`src/rtl/fdem_pkg.sv`:
```
// Shared types, codes and constants of the FAT directory entry matcher.
package fdem_pkg;

  // Layout of one 32-byte short-name directory entry.
  localparam int ENTRY_BYTES = 32;
  localparam int POS_W       = $clog2(ENTRY_BYTES);
  localparam int NAME_BYTES  = 11;
  localparam int BASE_BYTES  = 8;
  localparam int EXT_BYTES   = NAME_BYTES - BASE_BYTES;
  localparam int FORMED_MAX  = 12;

  // Byte offsets inside an entry.
  localparam logic [POS_W-1:0] POS_ATTR      = POS_W'(11);
  localparam logic [POS_W-1:0] POS_CLUS_HI_0 = POS_W'(20);
  localparam logic [POS_W-1:0] POS_CLUS_HI_1 = POS_W'(21);
  localparam logic [POS_W-1:0] POS_CLUS_LO_0 = POS_W'(26);
  localparam logic [POS_W-1:0] POS_CLUS_LO_1 = POS_W'(27);
  localparam logic [POS_W-1:0] POS_SIZE_0    = POS_W'(28);
  localparam logic [POS_W-1:0] POS_LAST      = POS_W'(ENTRY_BYTES - 1);

  // Byte codes.
  localparam logic [7:0] CHAR_NUL       = 8'h00;
  localparam logic [7:0] CHAR_SPACE     = 8'h20;
  localparam logic [7:0] CHAR_DOT       = 8'h2E;
  localparam logic [7:0] MARK_DELETED   = 8'hE5;
  localparam logic [7:0] ATTR_LONG_NAME = 8'h0F;
  localparam logic [7:0] ATTR_VOLUME    = 8'h08;
  localparam logic [7:0] ATTR_DIRECTORY = 8'h10;

  // Depth of the queue between the capture and the decode side.
  localparam int QUEUE_DEPTH_DEFAULT = 2;

  // Entry kinds as reported on the result channel.
  typedef enum logic [2:0] {
    KIND_END       = 3'd0,
    KIND_DELETED   = 3'd1,
    KIND_LONG_NAME = 3'd2,
    KIND_VOLUME    = 3'd3,
    KIND_DIRECTORY = 3'd4,
    KIND_FILE      = 3'd5
  } kind_t;

  // Configuration register indexes.
  typedef enum logic [1:0] {
    REG_FIRST_EIGHT = 2'd0,
    REG_LAST_FOUR   = 2'd1,
    REG_LENGTH      = 2'd2
  } reg_index_t;

  // One captured entry as it travels through the queue.
  typedef struct packed {
    logic [NAME_BYTES-1:0][7:0] name;
    logic [7:0]                 attr;
    logic [31:0]                cluster;
    logic [31:0]                size;
  } entry_rec_t;

  // Target name as configured.
  typedef struct packed {
    logic [FORMED_MAX-1:0][7:0] chars;
    logic [3:0]                 len;
  } target_t;

endpackage

```
`src/rtl/fdem_in_if.sv`:
```
// Input channel: one raw directory byte per item.
interface fdem_in_if;
  logic       valid;
  logic       ready;
  logic [7:0] data_byte;
  logic       sector_start;

  modport source (output valid, data_byte, sector_start, input ready);
  modport sink (input valid, data_byte, sector_start, output ready);
endinterface

```
`src/rtl/fdem_out_if.sv`:
```
// Result channel: one decoded directory entry per item.
interface fdem_out_if;
  logic        valid;
  logic        ready;
  logic [2:0]  entry_kind;
  logic        name_matches;
  logic        name_blank;
  logic        empty_file;
  logic [31:0] first_cluster;
  logic [31:0] entry_size;
  logic [7:0]  attributes;

  modport source (output valid, entry_kind, name_matches, name_blank, empty_file,
                  first_cluster, entry_size, attributes, input ready);
  modport sink (input valid, entry_kind, name_matches, name_blank, empty_file,
                first_cluster, entry_size, attributes, output ready);
endinterface

```
`src/rtl/fdem_front.sv`:
```
// Capture side: tracks the byte position and gathers the fields of each entry.
module fdem_front
  import fdem_pkg::*;
(
  input  logic          clk,
  input  logic          rst,
  fdem_in_if.sink       in_ch,
  input  logic          queue_full,
  output logic          push,
  output entry_rec_t    push_rec
);

  logic [POS_W-1:0]           entry_position;
  logic [POS_W-1:0]           pos;
  logic                       accept;
  logic [NAME_BYTES-1:0][7:0] name_bytes;
  logic [7:0]                 attr_byte;
  logic [15:0]                cluster_high;
  logic [15:0]                cluster_low;
  logic [3:0][7:0]            size_bytes;

  // A new item is taken whenever the queue has room for a finished entry.
  assign in_ch.ready = !queue_full;
  assign accept      = in_ch.valid && in_ch.ready;

  // A sector start restarts the entry at byte zero.
  assign pos = in_ch.sector_start ? '0 : entry_position;

  // Byte position, wrapping after the last byte of an entry.
  always_ff @(posedge clk) begin
    if (rst) begin
      entry_position <= '0;
    end else if (accept) begin
      entry_position <= pos + POS_W'(1);
    end
  end

  // Field capture; bytes at offsets that carry nothing of interest are dropped.
  always_ff @(posedge clk) begin
    if (accept) begin
      if (pos < POS_W'(NAME_BYTES)) begin
        name_bytes[pos[3:0]] <= in_ch.data_byte;
      end else if (pos == POS_ATTR) begin
        attr_byte <= in_ch.data_byte;
      end else if (pos == POS_CLUS_HI_0) begin
        cluster_high[7:0] <= in_ch.data_byte;
      end else if (pos == POS_CLUS_HI_1) begin
        cluster_high[15:8] <= in_ch.data_byte;
      end else if (pos == POS_CLUS_LO_0) begin
        cluster_low[7:0] <= in_ch.data_byte;
      end else if (pos == POS_CLUS_LO_1) begin
        cluster_low[15:8] <= in_ch.data_byte;
      end else if (pos >= POS_SIZE_0) begin
        size_bytes[pos[1:0]] <= in_ch.data_byte;
      end
    end
  end

  // The last byte completes the entry; its size byte goes straight into the record.
  assign push             = accept && (pos == POS_LAST);
  assign push_rec.name    = name_bytes;
  assign push_rec.attr    = attr_byte;
  assign push_rec.cluster = {cluster_high, cluster_low};
  assign push_rec.size    = {in_ch.data_byte, size_bytes[2], size_bytes[1], size_bytes[0]};

  // A completed entry always leaves the position at the start of the next one.
  a_wrap_after_push: assert property (@(posedge clk) disable iff (rst)
    push |=> (entry_position == '0))
    else $error("position did not wrap after a completed entry");

endmodule

```
`src/rtl/fdem_queue.sv`:
```
// Short queue of captured entries between the capture and the decode side.
module fdem_queue
  import fdem_pkg::*;
#(
  parameter int DEPTH = QUEUE_DEPTH_DEFAULT
)(
  input  logic       clk,
  input  logic       rst,
  input  logic       push,
  input  entry_rec_t push_rec,
  input  logic       pop,
  output logic       full,
  output logic       head_valid,
  output entry_rec_t head_rec
);

  localparam int PTR_W = (DEPTH > 1) ? $clog2(DEPTH) : 1;
  localparam int CNT_W = $clog2(DEPTH + 1);

  entry_rec_t       slots [DEPTH];
  logic [PTR_W-1:0] wr_ptr;
  logic [PTR_W-1:0] rd_ptr;
  logic [CNT_W-1:0] count;

  assign full       = (count == CNT_W'(DEPTH));
  assign head_valid = (count != '0);
  assign head_rec   = slots[rd_ptr];

  // Entry storage.
  always_ff @(posedge clk) begin
    if (push) begin
      slots[wr_ptr] <= push_rec;
    end
  end

  // Pointers and fill count.
  always_ff @(posedge clk) begin
    if (rst) begin
      wr_ptr <= '0;
      rd_ptr <= '0;
      count  <= '0;
    end else begin
      if (push) begin
        wr_ptr <= (wr_ptr == PTR_W'(DEPTH - 1)) ? '0 : wr_ptr + PTR_W'(1);
      end
      if (pop) begin
        rd_ptr <= (rd_ptr == PTR_W'(DEPTH - 1)) ? '0 : rd_ptr + PTR_W'(1);
      end
      if (push && !pop) begin
        count <= count + CNT_W'(1);
      end else if (pop && !push) begin
        count <= count - CNT_W'(1);
      end
    end
  end

  // The fill count never passes the depth, and nothing is taken from an empty queue.
  a_count_bound: assert property (@(posedge clk) disable iff (rst)
    count <= CNT_W'(DEPTH))
    else $error("queue fill count exceeds depth");

  a_no_pop_empty: assert property (@(posedge clk) disable iff (rst)
    pop |-> head_valid)
    else $error("entry taken from an empty queue");

endmodule

```
`src/rtl/fdem_back.sv`:
```
// Decode side: classifies an entry, forms its name and compares it with the target.
module fdem_back
  import fdem_pkg::*;
(
  input  logic       clk,
  input  logic       rst,
  input  logic       head_valid,
  input  entry_rec_t head_rec,
  input  target_t    target,
  output logic       pop,
  fdem_out_if.source out_ch
);

  kind_t                      kind;
  logic [3:0]                 base_len;
  logic [3:0]                 ext_len;
  logic [3:0]                 formed_len;
  logic [3:0]                 ext_idx;
  logic                       stopped;
  logic                       hit;
  logic                       has_ext;
  logic [FORMED_MAX-1:0][7:0] raw;
  logic [FORMED_MAX-1:0][7:0] formed;
  logic [FORMED_MAX-1:0]      char_ok;
  logic                       match;
  logic                       out_valid;

  // Folds a-z to upper case and leaves every other byte alone.
  function automatic logic [7:0] fold_upper(input logic [7:0] c);
    logic [7:0] r;
    r = c;
    if (c >= 8'h61 && c <= 8'h7A) begin
      r = c - 8'h20;
    end
    return r;
  endfunction

  // Entry kind, tested from the first byte down to the attribute bits.
  always_comb begin
    priority if (head_rec.name[0] == CHAR_NUL) begin
      kind = KIND_END;
    end else if (head_rec.name[0] == MARK_DELETED) begin
      kind = KIND_DELETED;
    end else if (head_rec.attr == ATTR_LONG_NAME) begin
      kind = KIND_LONG_NAME;
    end else if ((head_rec.attr & ATTR_VOLUME) != '0) begin
      kind = KIND_VOLUME;
    end else if ((head_rec.attr & ATTR_DIRECTORY) != '0) begin
      kind = KIND_DIRECTORY;
    end else begin
      kind = KIND_FILE;
    end
  end

  // Base and extension lengths; a zero byte in the base also drops the extension.
  always_comb begin
    base_len = 4'(BASE_BYTES);
    stopped  = 1'b0;
    hit      = 1'b0;
    for (int i = 0; i < BASE_BYTES; i++) begin
      if (!hit) begin
        if (head_rec.name[i] == CHAR_NUL) begin
          base_len = 4'(i);
          stopped  = 1'b1;
          hit      = 1'b1;
        end else if (head_rec.name[i] == CHAR_SPACE) begin
          base_len = 4'(i);
          hit      = 1'b1;
        end
      end
    end
    ext_len = 4'(EXT_BYTES);
    hit     = 1'b0;
    for (int i = 0; i < EXT_BYTES; i++) begin
      if (!hit && (head_rec.name[BASE_BYTES + i] == CHAR_NUL ||
                   head_rec.name[BASE_BYTES + i] == CHAR_SPACE)) begin
        ext_len = 4'(i);
        hit     = 1'b1;
      end
    end
    has_ext    = !stopped && (head_rec.name[BASE_BYTES] != CHAR_SPACE);
    formed_len = has_ext ? base_len + 4'd1 + ext_len : base_len;
  end

  // Formed BASE.EXT name, one character per place, and its compare with the target.
  always_comb begin
    raw = {CHAR_SPACE, head_rec.name};
    for (int i = 0; i < FORMED_MAX; i++) begin
      ext_idx = 4'(i) - base_len - 4'd1;
      if (4'(i) < base_len) begin
        formed[i] = raw[i];
      end else if (4'(i) == base_len) begin
        formed[i] = CHAR_DOT;
      end else if (ext_idx < 4'(EXT_BYTES)) begin
        formed[i] = raw[4'(BASE_BYTES) + ext_idx];
      end else begin
        formed[i] = CHAR_SPACE;
      end
      char_ok[i] = (4'(i) >= formed_len) ||
                   (fold_upper(formed[i]) == fold_upper(target.chars[i]));
    end
    match = (kind == KIND_FILE) && (target.len <= 4'(FORMED_MAX)) &&
            (formed_len == target.len) && (&char_ok);
  end

  // Output register: a new entry is taken whenever the old result is gone or leaving.
  assign pop = head_valid && (!out_valid || out_ch.ready);

  always_ff @(posedge clk) begin
    if (rst) begin
      out_valid <= 1'b0;
    end else if (!out_valid || out_ch.ready) begin
      out_valid <= head_valid;
    end
  end

  always_ff @(posedge clk) begin
    if (pop) begin
      out_ch.entry_kind    <= kind;
      out_ch.name_matches  <= match;
      out_ch.name_blank    <= (formed_len == '0);
      out_ch.empty_file    <= (head_rec.size == '0) || (head_rec.cluster < 32'd2);
      out_ch.first_cluster <= head_rec.cluster;
      out_ch.entry_size    <= head_rec.size;
      out_ch.attributes    <= head_rec.attr;
    end
  end

  assign out_ch.valid = out_valid;

  // A match is only ever reported for a file entry.
  a_match_is_file: assert property (@(posedge clk) disable iff (rst)
    (out_valid && out_ch.name_matches) |-> (out_ch.entry_kind == KIND_FILE))
    else $error("name match reported for an entry that is not a file");

endmodule

```
`src/rtl/fat_directory_entry_matcher_top.sv`:
```
// Top level of the FAT directory entry matcher: configuration registers and the datapath.
//
// The block takes one directory byte per clock cycle and emits one result per 32-byte
// entry, so it keeps up with a byte stream that never pauses as long as results are
// taken as they come. The edge that accepts the last byte of an entry writes it into a
// short queue; the decode side then forms the BASE.EXT name, compares it with the
// target and loads the output register once that register is free or being read. A
// sector start restarts the entry and drops any partial one. Input is held off only
// while the queue is full, which takes a stalled result channel. The user must set the
// target name through the register port while no entry is in flight; the block does
// not enforce this. Registers sit at byte addresses 0, 8 and 16.
module fat_directory_entry_matcher_top
  import fdem_pkg::*;
#(
  parameter int QUEUE_DEPTH = QUEUE_DEPTH_DEFAULT
)(
  input  logic        clk,
  input  logic        rst,
  fdem_in_if.sink     in_ch,
  fdem_out_if.source  out_ch,
  input  logic        psel,
  input  logic        penable,
  input  logic        pwrite,
  input  logic [4:0]  paddr,
  input  logic [63:0] pwdata,
  output logic [63:0] prdata,
  output logic        pready
);

  logic [63:0] target_first_eight;
  logic [31:0] target_last_four;
  logic [3:0]  target_length;
  reg_index_t  reg_index;
  logic        cfg_write;
  target_t     target;
  logic        push;
  entry_rec_t  push_rec;
  logic        pop;
  logic        queue_full;
  logic        head_valid;
  entry_rec_t  head_rec;

  // Register port: eight-byte register slots, writes land in the access cycle.
  assign pready    = 1'b1;
  assign reg_index = reg_index_t'(paddr[4:3]);
  assign cfg_write = psel && penable && pwrite && pready;

  always_ff @(posedge clk) begin
    if (rst) begin
      target_first_eight <= '0;
      target_last_four   <= '0;
      target_length      <= '0;
    end else if (cfg_write) begin
      unique case (reg_index)
        REG_FIRST_EIGHT: target_first_eight <= pwdata;
        REG_LAST_FOUR:   target_last_four   <= pwdata[31:0];
        REG_LENGTH:      target_length      <= pwdata[3:0];
        default: begin
        end
      endcase
    end
  end

  // Register read-back.
  always_comb begin
    unique case (reg_index)
      REG_FIRST_EIGHT: prdata = target_first_eight;
      REG_LAST_FOUR:   prdata = {32'd0, target_last_four};
      REG_LENGTH:      prdata = {60'd0, target_length};
      default:         prdata = '0;
    endcase
  end

  assign target.chars = {target_last_four, target_first_eight};
  assign target.len   = target_length;

  fdem_front u_front (
    .clk        (clk),
    .rst        (rst),
    .in_ch      (in_ch),
    .queue_full (queue_full),
    .push       (push),
    .push_rec   (push_rec)
  );

  fdem_queue #(
    .DEPTH (QUEUE_DEPTH)
  ) u_queue (
    .clk        (clk),
    .rst        (rst),
    .push       (push),
    .push_rec   (push_rec),
    .pop        (pop),
    .full       (queue_full),
    .head_valid (head_valid),
    .head_rec   (head_rec)
  );

  fdem_back u_back (
    .clk        (clk),
    .rst        (rst),
    .head_valid (head_valid),
    .head_rec   (head_rec),
    .target     (target),
    .pop        (pop),
    .out_ch     (out_ch)
  );

endmodule

```
`src/flat_wrapper.sv`:
```
// flat-port wrapper written by rule: the top's interface ports become plain ports
module fat_directory_entry_matcher_top_flat import fdem_pkg::*;
#(
  parameter int QUEUE_DEPTH = QUEUE_DEPTH_DEFAULT
)
  (clk, rst, psel, penable, pwrite, paddr, pwdata, prdata, pready, in_ch_valid, in_ch_data_byte, in_ch_sector_start, in_ch_ready, out_ch_valid, out_ch_entry_kind, out_ch_name_matches, out_ch_name_blank, out_ch_empty_file, out_ch_first_cluster, out_ch_entry_size, out_ch_attributes, out_ch_ready);
  fdem_in_if in_ch_i ();
  fdem_out_if out_ch_i ();
  input  logic clk;
  input  logic rst;
  input  logic psel;
  input  logic penable;
  input  logic pwrite;
  input  logic [4:0] paddr;
  input  logic [63:0] pwdata;
  output logic [63:0] prdata;
  output logic pready;
  input wire logic [$bits(in_ch_i.valid)-1:0] in_ch_valid;
  input wire logic [$bits(in_ch_i.data_byte)-1:0] in_ch_data_byte;
  input wire logic [$bits(in_ch_i.sector_start)-1:0] in_ch_sector_start;
  output wire logic [$bits(in_ch_i.ready)-1:0] in_ch_ready;
  output wire logic [$bits(out_ch_i.valid)-1:0] out_ch_valid;
  output wire logic [$bits(out_ch_i.entry_kind)-1:0] out_ch_entry_kind;
  output wire logic [$bits(out_ch_i.name_matches)-1:0] out_ch_name_matches;
  output wire logic [$bits(out_ch_i.name_blank)-1:0] out_ch_name_blank;
  output wire logic [$bits(out_ch_i.empty_file)-1:0] out_ch_empty_file;
  output wire logic [$bits(out_ch_i.first_cluster)-1:0] out_ch_first_cluster;
  output wire logic [$bits(out_ch_i.entry_size)-1:0] out_ch_entry_size;
  output wire logic [$bits(out_ch_i.attributes)-1:0] out_ch_attributes;
  input wire logic [$bits(out_ch_i.ready)-1:0] out_ch_ready;
  assign in_ch_i.valid = in_ch_valid;
  assign in_ch_i.data_byte = in_ch_data_byte;
  assign in_ch_i.sector_start = in_ch_sector_start;
  assign in_ch_ready = in_ch_i.ready;
  assign out_ch_valid = out_ch_i.valid;
  assign out_ch_entry_kind = out_ch_i.entry_kind;
  assign out_ch_name_matches = out_ch_i.name_matches;
  assign out_ch_name_blank = out_ch_i.name_blank;
  assign out_ch_empty_file = out_ch_i.empty_file;
  assign out_ch_first_cluster = out_ch_i.first_cluster;
  assign out_ch_entry_size = out_ch_i.entry_size;
  assign out_ch_attributes = out_ch_i.attributes;
  assign out_ch_i.ready = out_ch_ready;
  fat_directory_entry_matcher_top #(.QUEUE_DEPTH(QUEUE_DEPTH)) u_core (.clk(clk), .rst(rst), .in_ch(in_ch_i), .out_ch(out_ch_i), .psel(psel), .penable(penable), .pwrite(pwrite), .paddr(paddr), .pwdata(pwdata), .prdata(prdata), .pready(pready));
endmodule
```
`config.mk`:
```
export PLATFORM = sky130hd
export DESIGN_NAME = fat_directory_entry_matcher_top_flat
export DESIGN_NICKNAME = d
export VERILOG_FILES = /design/src/rtl/fdem_pkg.sv /design/src/rtl/fdem_in_if.sv /design/src/rtl/fdem_out_if.sv /design/src/rtl/fdem_front.sv /design/src/rtl/fdem_queue.sv /design/src/rtl/fdem_back.sv /design/src/rtl/fat_directory_entry_matcher_top.sv /design/src/flat_wrapper.sv
export SDC_FILE = /design/constraint.sdc
export NUM_CORES = 1
export LEC_CHECK = 0
export ABC_AREA = 1
export ABC_CLOCK_PERIOD_IN_PS = 17600
export BUFFER_PORTS_ARGS = -buffer_cell sky130_fd_sc_hd__buf_2
export CORE_MARGIN = 3
export CORE_UTILIZATION = 63
export DETAILED_ROUTE_END_ITERATION = 10
export PLACE_DENSITY_LB_ADDON = 0.2
export SLEW_MARGIN = 10
export SYNTH_ARGS = -nofsm -noshare
export SYNTH_HDL_FRONTEND = slang
export SYNTH_SLANG_ARGS = --single-unit
export TNS_END_PERCENT = 1
```
`constraint.sdc`:
```
create_clock -name clk -period 17.6 [get_ports clk]
set_input_delay 1.76 -clock clk [delete_from_list [all_inputs] [get_ports clk]]
set_output_delay 1.76 -clock clk [all_outputs]
set_load 0.005 [all_outputs]
```
==> metrics <==
CTS tree built; Post-DRT Antenna Nets 0; Syn-to-layout area delta 11.3%; largest net degree at the start of global routing 80; vias in the first global route 24,900; layout cells sized above 1 12.6%; most frequent cells in the layout 882 x nand2_1, 550 x edfxtp_1, 411 x inv_1; Cell Area, Synth 32,200 sq um; wire length per cell 22.4 um; PostCTS Resize Cnt 0; Clock Path Buffers 3; async set-reset flop share out of synthesis 0%; critical path type reg2reg; max-cap violation count 0; fin util 71.3%; Iter 0 DRT Violations 3,385; die height 232 um; max_slew headroom 18.2%; RSZ-0062 raised after global routing false; Yosys reg bits 661; Synth warnings 0; first-pass GRT wire length 145 mm; CORE AREA 50,300 sq um; CP max FO 71; crit path DAT 9330 ps; H-tree Lvls 2; net count of the finished layout 3,777; Initial Util 64.0%; routability cong. 1.09; Adder-Cell Fraction of Synth Area 1.89%; Worst Tran Pin Value 1220 ps; WL final 97.8 mm; post-CTS setup buffer count 0; fillers 3,570; Worst path slowest cell ha_1; # hold bufs at CTS 0; Via density 6.03; final setup fails 0; Setup TNS Final 0 ps; multi-input logic area 11,300 sq um; FP Rows 82; fin. max-slew vios 0; Synth Instances 3,440; Crit path largest cell delay 710 ps; Hold Slack 429 ps; status finished clean; Top FF cell, synth edfxtp_1; Worst Skew 45.9 ps; Synthesized Nets 3,573; Leakage 14.7 nW; simple-gate share of the synthesized area 23.5%; Avg Inst Size Synth 9.36 sq um; clk_lat worst skew 650 ps; Tot GR Track Use 35.6%; die width 232 um; Synth Area in Compound Gates 6.98%; CP startpoint kind register; total gr overflow 0; initial antenna violation count 2; final hold violation count 0; 1st-pass router iterations 6; # IOs 230; CP endpoint kind register; dpl hpwl 69.2 mm; clock-pin slew on the worst setup and hold paths 60 ps; Final Cycle Share 50.4%; distinct cell type count of the synthesized netlist 59; overall via count from detail_route 26,300; Area after DPL 33,800 sq um; CTS buffer count 61; DRC 0; xor-xnor portion of the synthesized cell area 1.33%; worst hold path type reg2reg; multiplexer share of the synthesized area 1.18%; PwrDens 144 nW/um^2; # port buffers 225; Sequential Area 18,700 sq um; post-route cell area 35,800 sq um; Fmax 0.113 GHz; main combinational cell family by area after synthesis simple AND/OR/NAND/NOR gates; commonest non-fill, non-tap cell in the layout nand2_1; sequential share of the synthesized area 58.2%; maximum VDD drop 0.145 mV; DIE AREA 53,800 sq um; CTS sink cnt 661; CP required 18,050 ps; Post-synth EDFFs 550; minimum clock period 8870 ps; most frequent cell on the critical path nand2_1; Root Buffer clkbuf_16
## flip-flops by register name (all words and copies together) (netlist names), named ones only
name and count:
u_core.u_back.out_ch.valid 1, u_core.u_back.out_ch.entry_size 32, u_core.u_back.out_ch.empty_file 1, u_core.u_queue.rd_ptr 1, u_core.u_front.attr_byte 8, u_core.u_back.out_ch.first_cluster 32, u_core.target_first_eight 64, u_core.u_queue.wr_ptr 1
u_core.target_last_four 32, u_core.u_front.push_rec 112, u_core.target_length 4, u_core.u_front.cluster_low 16, u_core.u_back.out_ch.name_blank 1, u_core.u_back.out_ch.entry_kind 3, u_core.u_queue.count 2, u_core.u_front.cluster_high 16
u_core.u_back.out_ch.attributes 8, u_core.u_queue.slots 320, u_core.u_front.entry_position 5, u_core.u_back.out_ch.name_matches 1
## Yosys cell counts, types with 16 or more instances
cell      instances  area [sq um]
buf_2            16          80.1
nor4_1           26           163
nor2_1          348          1310
clkbuf_1         57           214
o22ai_1          27           169
ha_1             47           588
mux2i_1          38           380
inv_1           411          1540
o21ai_1          39           195
nor3_1           39           195
nand3_1         275          1380
nor2_2           20           125
nand2_2          16           100
nand2_1         882          3310
dfxtp_1         111          2220
a21oi_1          59           295
xor2_1           41           359
inv_2            16          60.1
a211oi_1         97           728
o21ai_0          87           435
nand4_1          67           419
buf_6            18           203
edfxtp_1        550         16500
or2_2            30           188
## through the flow
stage          cells  worst slack (ps)  power, mW
2_1_floorplan   3440              7600       3.21
3_3_place_gp    4253              9130       3.73
3_5_place_dp    4253              9010       3.80
4_1_cts         4366              8870       5.13
5_1_grt         4367              8220       5.43
6_report        4367              8730       5.18
## cells by family (layout without fill, tap and decap cells)
kind of cell    after synthesis  after routing
flops                       661            661
xor+xnor                     49             49
mux                          38             38
other cells                   1              2
simple gates               1743           1743
compound gates              358            358
buf+inv                     542            796
fa+ha+maj                    48             48
## worst max-delay path, delay by kind of cell (launching register included)
kind                     cells  cell delay [ps]
buffers and inverters        6             2230
AND/OR/NAND/NOR             25             4200
adder cells (fa/ha/maj)      1              710
AO/OA/AOI/OAI                2              900
flip-flops                   1              590
## routing by layer
metal / wire (um) / share of wire [%] / GRT usage [%] / up-vias
met2: 44700 / 46 / 56.1 / 1599
met1: 39400 / 40 / 50.7 / 12500
met3: 9910 / 10 / 5.92 / 250
met5: 0 / 0 / 0 / -
met4: 3780 / 3.9 / 12.5 / 0
li1: - / - / - / 12000
## final timing paths
path	from	end	slack [ps]	depth (start not counted)
max	register	u_core.u_back.out_ch.name_matches	8730	34
min	u_core.u_front.attr_byte[1]	u_core.u_queue.slots[1][65]	430	0
max reg2reg	register	u_core.u_back.out_ch.name_matches	8730	34
min reg2reg	u_core.u_front.attr_byte[1]	u_core.u_queue.slots[1][65]	430	0
## cell type report
class,count,area share [%]
sequential,661,52.3
multi-input combinational,2237,31.5
clock buffer,88,4.80
inverter,435,4.57
timing repair buffer,248,3.63
tap,672,2.35
clock inverter,25,0.869
antenna,1,0.00698
## power by group
part / switching (mW) / internal [mW] / total (mW)
Sequential: 0.0620 / 1.83 / 1.89
Combinational: 1.39 / 0.554 / 1.95
Clock: 0.579 / 0.756 / 1.33
Total: 2.03 / 3.14 / 5.18
Note: power is estimated with default switching activity, not from simulation.
